[src/hw/rtl/ulas_pkg.sv]
// ulas_pkg: shared types, byte constants and letter table for the accent stripper
// no dependencies
package ulas_pkg;

	localparam logic [7:0] BYTE_ASCII_LIMIT = 8'h80;
	localparam logic [7:0] BYTE_LEAD_C3     = 8'hC3;
	localparam logic [1:0] MARK_CONT        = 2'b10;
	localparam logic [2:0] MARK_LEAD2       = 3'b110;
	localparam logic [3:0] MARK_LEAD3       = 4'b1110;
	localparam logic [4:0] MARK_LEAD4       = 5'b11110;
	localparam logic [1:0] SKIP_LEAD3       = 2'd2;
	localparam logic [1:0] SKIP_LEAD4       = 2'd3;

	typedef struct packed {
		logic       pending;
		logic       is_c3;
		logic [1:0] skip;
	} dec_state_t;

	typedef struct packed {
		logic [1:0] count;
		logic [7:0] byte0;
		logic       valid0;
		logic       last0;
		logic [7:0] byte1;
		logic       last1;
	} dec_result_t;

	// plain letter for code point 0xc0 + idx, zero when unknown
	function automatic logic [7:0] letter(input logic [5:0] idx);
		logic [7:0] l;
		case (idx)
			6'h00, 6'h01, 6'h02, 6'h03, 6'h04: l = 8'h41;
			6'h07: l = 8'h43;
			6'h08, 6'h09, 6'h0A, 6'h0B: l = 8'h45;
			6'h0C, 6'h0D, 6'h0E, 6'h0F: l = 8'h49;
			6'h11: l = 8'h4E;
			6'h12, 6'h13, 6'h14, 6'h15, 6'h16: l = 8'h4F;
			6'h19, 6'h1A, 6'h1B, 6'h1C: l = 8'h55;
			6'h1D: l = 8'h59;
			6'h20, 6'h21, 6'h22, 6'h23, 6'h24: l = 8'h61;
			6'h27: l = 8'h63;
			6'h28, 6'h29, 6'h2A, 6'h2B: l = 8'h65;
			6'h2C, 6'h2D, 6'h2E, 6'h2F: l = 8'h69;
			6'h31: l = 8'h6E;
			6'h32, 6'h33, 6'h34, 6'h35, 6'h36: l = 8'h6F;
			6'h39, 6'h3A, 6'h3B, 6'h3C: l = 8'h75;
			6'h3D, 6'h3F: l = 8'h79;
			default: l = 8'h00;
		endcase
		return l;
	endfunction

endpackage

[src/hw/rtl/ulas_decode.sv]
// ulas_decode: combinational decode of one byte against the sequence state
// depends on ulas_pkg
module ulas_decode (
	input  logic [7:0]           in_byte,
	input  logic                 in_last,
	input  ulas_pkg::dec_state_t cur,
	output ulas_pkg::dec_state_t nxt,
	output ulas_pkg::dec_result_t res
);

	logic [7:0] lt;

	always_comb begin
		lt = 8'h00;
		nxt = cur;
		res = '0;
		res.valid0 = 1'b1;
		if (cur.skip != 2'd0) begin
			nxt.skip = cur.skip - 2'd1;
		end else if (cur.pending) begin
			nxt.pending = 1'b0;
			nxt.is_c3 = 1'b0;
			if (cur.is_c3) begin
				if (in_byte[7:6] == ulas_pkg::MARK_CONT)
					lt = ulas_pkg::letter(in_byte[5:0]);
				if (lt != 8'h00) begin
					res.count = 2'd1;
					res.byte0 = lt;
				end else begin
					res.count = 2'd2;
					res.byte0 = ulas_pkg::BYTE_LEAD_C3;
					res.byte1 = in_byte;
				end
			end
		end else if (in_byte < ulas_pkg::BYTE_ASCII_LIMIT) begin
			res.count = 2'd1;
			res.byte0 = in_byte;
		end else if (in_byte[7:5] == ulas_pkg::MARK_LEAD2) begin
			if (!in_last) begin
				nxt.pending = 1'b1;
				nxt.is_c3 = (in_byte == ulas_pkg::BYTE_LEAD_C3);
			end
		end else if (in_byte[7:4] == ulas_pkg::MARK_LEAD3) begin
			nxt.skip = ulas_pkg::SKIP_LEAD3;
		end else if (in_byte[7:3] == ulas_pkg::MARK_LEAD4) begin
			nxt.skip = ulas_pkg::SKIP_LEAD4;
		end
		if (in_last) begin
			nxt = '0;
			case (res.count)
				2'd0: begin
					res.count = 2'd1;
					res.byte0 = 8'h00;
					res.valid0 = 1'b0;
					res.last0 = 1'b1;
				end
				2'd1: res.last0 = 1'b1;
				default: res.last1 = 1'b1;
			endcase
		end
	end

endmodule

[src/hw/rtl/utf8_latin_accent_stripper.sv]
// utf8_latin_accent_stripper: input register, decode, result register with
// one spare slot for the second byte of an unknown accented pair
// depends on ulas_pkg and ulas_decode
// a word waits in the input register until it is decoded into the result register
// throughput: one word per cycle without backpressure; two-result words stall input
// reset: clears the sequence state and the handshake valid flags, no word is pending
module utf8_latin_accent_stripper (
	input  logic       clk,
	input  logic       arst_n,
	input  logic       in_valid,
	output logic       in_ready,
	input  logic [7:0] in_byte,
	input  logic       in_last,
	output logic       res_valid,
	input  logic       res_ready,
	output logic [7:0] out_byte,
	output logic       out_valid,
	output logic       out_last
);

	logic                  valid_s1;
	logic [7:0]            byte_s1;
	logic                  last_s1;
	ulas_pkg::dec_state_t  state_q;
	ulas_pkg::dec_state_t  state_nxt;
	ulas_pkg::dec_result_t dec;
	logic                  res_valid_q;
	logic [7:0]            out_byte_q;
	logic                  out_valid_q;
	logic                  out_last_q;
	logic                  spare_valid_q;
	logic [7:0]            spare_byte_q;
	logic                  spare_last_q;
	logic                  out_free;
	logic                  consume;

	ulas_decode u_decode (
		.in_byte (byte_s1),
		.in_last (last_s1),
		.cur     (state_q),
		.nxt     (state_nxt),
		.res     (dec)
	);

	assign out_free = !res_valid_q || res_ready;
	assign consume  = valid_s1 && out_free && !spare_valid_q;
	assign in_ready = !valid_s1 || consume;

	assign res_valid = res_valid_q;
	assign out_byte  = out_byte_q;
	assign out_valid = out_valid_q;
	assign out_last  = out_last_q;

	always_ff @(posedge clk or negedge arst_n) begin
		if (!arst_n) begin
			valid_s1 <= 1'b0;
			state_q <= '0;
			res_valid_q <= 1'b0;
			spare_valid_q <= 1'b0;
		end else begin
			if (in_ready) begin
				valid_s1 <= in_valid;
			end
			if (consume) begin
				state_q <= state_nxt;
			end
			if (out_free) begin
				if (spare_valid_q) begin
					res_valid_q <= 1'b1;
					spare_valid_q <= 1'b0;
				end else if (consume) begin
					res_valid_q <= (dec.count != 2'd0);
					spare_valid_q <= (dec.count == 2'd2);
				end else begin
					res_valid_q <= 1'b0;
				end
			end
		end
	end

	// payload registers
	always_ff @(posedge clk) begin
		if (in_ready && in_valid) begin
			byte_s1 <= in_byte;
			last_s1 <= in_last;
		end
		if (out_free) begin
			if (spare_valid_q) begin
				out_byte_q <= spare_byte_q;
				out_valid_q <= 1'b1;
				out_last_q <= spare_last_q;
			end else if (consume) begin
				out_byte_q <= dec.byte0;
				out_valid_q <= dec.valid0;
				out_last_q <= dec.last0;
				spare_byte_q <= dec.byte1;
				spare_last_q <= dec.last1;
			end
		end
	end

endmodule

[config.mk]
export PLATFORM = sky130hd
export DESIGN_NAME = utf8_latin_accent_stripper
export DESIGN_NICKNAME = d
export VERILOG_FILES = /design/src/hw/rtl/ulas_pkg.sv /design/src/hw/rtl/ulas_decode.sv /design/src/hw/rtl/utf8_latin_accent_stripper.sv
export SDC_FILE = /design/constraint.sdc
export NUM_CORES = 1
export LEC_CHECK = 0
export CAP_MARGIN = 20
export CORE_MARGIN = 8
export CORE_UTILIZATION = 35
export CTS_CLUSTER_DIAMETER = 30
export DETAILED_ROUTE_END_ITERATION = 10
export DONT_BUFFER_PORTS = 1
export PLACE_DENSITY_LB_ADDON = 0.15
export SLEW_MARGIN = 20
export SYNTH_ARGS = -nofsm -noshare
export SYNTH_HDL_FRONTEND = slang
export SYNTH_SLANG_ARGS = --single-unit
[constraint.sdc]
create_clock -name clk -period 2.86 [get_ports clk]
set_input_delay 0.143 -clock clk [delete_from_list [all_inputs] [get_ports clk]]
set_output_delay 0.143 -clock clk [all_outputs]
set_load 0.01 [all_outputs]
## Yosys cells after proc, flatten, opt, wreduce, memory -nomap -nowiden

Memory sizes are Yosys's and may differ from the RTL's. A register that Yosys moved wholly into a read port is not among the register bits.
Cells that the tools add are included.

- Bits in registers: 35
- Bits in read-only memories: 448
- Output and inout port bits: 12
- Logic and storage cells: 86
- Memories: 1

- Add/sub/neg operators: 1
- $lt $le $gt $ge: 1
- Equal/unequal tests: 12
- Mux-type cells: 33
- Bitwise logic cells: 3
- Reduce and logical (&&, ||, !) cells: 22

Memory list:

| memory | words | bits a word | read ports | clocked after Yosys merged registers in | wr ports | RTL line | source |
|---|---|---|---|---|---|---|---|
| (no name shown) | 64 | 7 | 1 | 1 | 0 | ulas_pkg.sv:32 | `case (idx)` |

Operator list:

| kind | number |
|---|---|
| $mux W8 | 6 |
| $mux W10 | 4 |
| $mux W2 | 8 |
| $mux W12 | 1 |
| $mux W11 | 1 |
| $mux W1 | 9 |
| $mux W9 | 1 |
| $ne A3 B2 Y1 const B | 3 |
| $eq A8 B8 Y1 const B | 1 |
| $lt A8 B8 Y1 const B | 1 |
| $mux W4 | 2 |
| $reduce_bool A8 Y1 | 1 |
| $mux W6 | 1 |
| $reduce_bool A2 Y1 | 3 |
| $eq A5 B5 Y1 const B | 1 |
| $reduce_and A5 Y1 | 1 |
| $eq A2 B2 Y1 const B | 2 |
| $eq A4 B4 Y1 const B | 1 |
| $reduce_and A2 Y1 | 2 |
| $reduce_and A4 Y1 | 1 |
| $reduce_bool A4 Y1 | 1 |
| $reduce_or A4 Y1 | 1 |
| $eq A3 B3 Y1 const B | 1 |
| $logic_and A1 B1 Y1 | 3 |
| other kinds (11) | 16 |

## Depth between registers and ports, before layout

- Word-level depth: 17
- Mapped depth: 11
- Depth with buffers taken out: 10

## By module

Synthesis repeated with hierarchy kept, for this count alone.

- Cell total of the unflattened synthesis: 180
- Area, all modules: 1944.4 um^2

By module, submodules not included:

| module | times used | cells each | area each (um^2) | sequential area each (um^2) |
|---|---|---|---|---|
| utf8_latin_accent_stripper | 1 | 64 | 1272.5 | 1016.0 |
| ulas_decode | 1 | 116 | 671.9 | 0.0 |

## Worst setup path before layout

No wires, ideal clock.

- Path type: register -> register
- From: reg res_valid_q (netlist: res_valid)
- To: reg with a tool-made name
- Setup time: 0.128 ns
- Data arrival time: 2.368 ns
- Data required time: 2.732 ns
- Setup slack: 0.363 ns
- Stages on the path, launching flop included: 12
- Period minus slack after synthesis: 2.497 ns
- Cell sequence: dfrtp_1 -> and2b_1 -> o22ai_4 -> buf_6 -> mux2i_1 -> inv_1 -> ha_1 -> nand2_1 -> mux2_2 -> a31o_1 -> o21ai_1 -> a21oi_1

RTL lines:

| element | RTL line | source |
|---|---|---|
| from (decl) | utf8_latin_accent_stripper.sv:27 | `logic res_valid_q;` |
| from (signal assigned) | utf8_latin_accent_stripper.sv:72 | `res_valid_q <= (dec.count != 2'd0);` |

==> qor.yml <==
synth:
  syn_inst: 194
  ys.warnings.count: 0
  synth_ff_type: "edfxtp_1"
  avgSynthCellArea_um2: 11.00
  synthArstFlopShare: 0.1667
  synth-seq-area-share: 0.5419
  synth_nets: 211
  synth_cell_types: 44
  syn_area_um2: 2133
  synth_edf_count: 28
  ys_ff_latch: 42
power:
  power_leakage_nw: 0.9198
  p_clk_frac: 0.320
  ir_drop_mv: 0.3354
  p_switching_mw: 0.4007
  seqPwrFrac: 0.521
  comb_power_share: 0.159
  power.density_nw_per_um2: 616.3
  switching_share: 0.2651
  intPower_mw: 1.111
layout:
  n_antenna_cell: 0
  layout_common_cells: "edfxtp_1 (28), nand2_1 (25), nor2_1 (14)"
  area_growth_pct: 14.96
  num-nets-final: 228
  final_cells: 287
  drive_gt1_frac: 0.1462
  final_common_cell: "edfxtp_1"
  nFillCells: 564
  post-route-util: 0.4142
critical_path:
  startpoint_type: "register"
  crit_buf_inv: 0
  critPathSlowestCell: "dfrtp_1"
  slowest_delay_ps: 430
  worstPathRequired_ps: 3030
  cpMostUsedCell: "mux2_2"
  worst-path-max-fanout: 5
  worst_r2r_startpoint: "res_valid"
  cp.arrival_ps: 2600
  cp_top_family: "multiplexers"
  path_class: "register to register"
  r2r_cells: 9
  crit_chain: "and2b_1, o22ai_4, mux2_2, ha_1, nand2_1, mux2_2, a31o_1, o21ai_1, a21oi_1"
  endpoint_kind: "register"
  timing.reg2reg.setup_slack_ps: 430
timing:
  rsz0062_at_grt: "false"
  fin_tns_setup_ps: 0
  clock_skew_ps: 8.450
  worstMarginPinSlew_ps: 760.6
  max-slew-margin-rel: 0.4911
  fmax_mhz: 412.1
  hold_violations: 0
  period_share: 0.8484
  drv_slew: 0
  setup_viol: 0
  layout_min_cycle_time_ps: 2426
placement:
  dp_hpwl_mm: 3.477
  dp_cells: 268
  port-buffer-count: 0
  gp_congestion: 0.8453
clocking:
  cts.reportedPaths.clkPinSlew_ps: 80
  cts_tree: "yes"
  htree_num_levels: 2
  cts_buffers: 5
  clock_latency_ps: 300
  root_buffer: "clkbuf_8"
  clock-sinks: 42
  post_cts_resized: 0
  hold_buffers: 11
  clock_path_buffers: 2
  cts_setup_buffers: 0
global_routing:
  gr-usage-all-layers: 0.1064
  grt_max_degree: 16
  grt.overflow.total: 0
  antenna_found_initial: 0
  grt_pass1_vias: 1482
  grt_pass1_wl_mm: 7.320
route:
  drc: 0
  vias_per_cell: 5.240
  drt-wirelength-per-cell_um: 16.06
  vias: 1504
  wirelength_mm: 4.608
  dr.pass1.iters: 4
  drtIter0Drc: 86
  antenna_left: 0
floorplanning:
  io_pins: 25
  die_w_um: 94.07
  dieHeight_um: 94.07
  rows: 28
  start_util: 0.3603
  core_area_um2: 5921
  die_area_um2: 8849
worst_hold_path:
  hp-class: "input port to register"
  hold_depth: 2
  min_from: "in_byte[5]"
run_status:
  outcome: "finished, final reports clean"
run:
  cap_violations: 0
-- Yosys cell counts (all sizes together) (6+ instances only) --
| master | number | area share |
|---|---|---|
| inv | 6 | 0.011 |
| edfxtp | 28 | 0.39 |
| mux2 | 6 | 0.032 |
| nand2 | 25 | 0.044 |
| o21ai | 21 | 0.049 |
| nor2 | 15 | 0.028 |
| and2 | 10 | 0.029 |
| a21oi | 13 | 0.032 |
| dfrtp | 7 | 0.082 |
| mux2i | 7 | 0.040 |
| dfxtp | 7 | 0.066 |
-- power groups by stage --
stage	logic [mW]	clock network, mW	registers, mW
after floorplan	0.184	0	0.778
after global placement	0.220	0	0.800
after detailed placement	0.226	0	0.803
after CTS	0.241	0.494	0.789
after global routing	0.267	0.519	0.796
final	0.240	0.483	0.788
-- metal layers --
metal / global-route usage / share of wire / vias to the layer above
li1: - / - / 734
met1: 0.1269 / 0.46 / 721
met2: 0.1744 / 0.47 / 43
met3: 0.03837 / 0.055 / 6
met4: 0.03170 / 0.010 / 0
met5: 0 / 0 / -
-- metrics by stage --
stage	worst slack, ps	power (mW)	hold WS [ps]	cell area [um2]
6_report	433.5	1.511	99.04	2452
4_1_cts	427.1	1.524	90.93	2452
2_1_floorplan	363.5	0.9623	-152.6	2133
5_1_grt	293.0	1.582	126.4	2452
3_5_place_dp	446.5	1.029	-152.3	2226
3_3_place_gp	513.3	1.020	-152.4	2226
-- cell families (layout without fill, tap and decap cells) --
logic type	Yosys count	count (layout)	synth area share
and+or+nand+nor	75	75	0.1807
adders and majority gates	4	4	0.02346
AOI/OAI and AO/OA	48	48	0.1531
DFF	42	42	0.5419
buffers and inverters	12	30	0.02873
muxes	13	13	0.07214
-- area by class of cell --
| class | count | area (um2) | area share |
|---|---|---|---|
| inverter | 6 | 22.52 | 0.009184 |
| sequential | 42 | 1156 | 0.4714 |
| clock buffer | 7 | 86.33 | 0.03520 |
| clock inverter | 1 | 30.03 | 0.01224 |
| tap | 75 | 93.84 | 0.03827 |
| multi-input combinational | 140 | 915.9 | 0.3735 |
| timing repair buffer | 16 | 147.6 | 0.06020 |
-- worst max-delay path by stage --
| stage | from | end | cells past startpoint |
|---|---|---|---|
| after floorplan | res_valid | register | 11 |
| after global placement | res_valid | register | 9 |
| after detailed placement | res_valid | register | 9 |
| after CTS | res_valid | register | 9 |
| after global routing | res_valid | register | 9 |
| final | res_valid | register | 9 |
-- worst register-to-register path, stage by stage, from the launching register on --
cell and delay (ps):
dfrtp_1 430, and2b_1 250, o22ai_4 230, mux2_2 410, ha_1 310, nand2_1 50
mux2_2 260, a31o_1 190, o21ai_1 100, a21oi_1 80
Power figures use the tool's default switching activity.
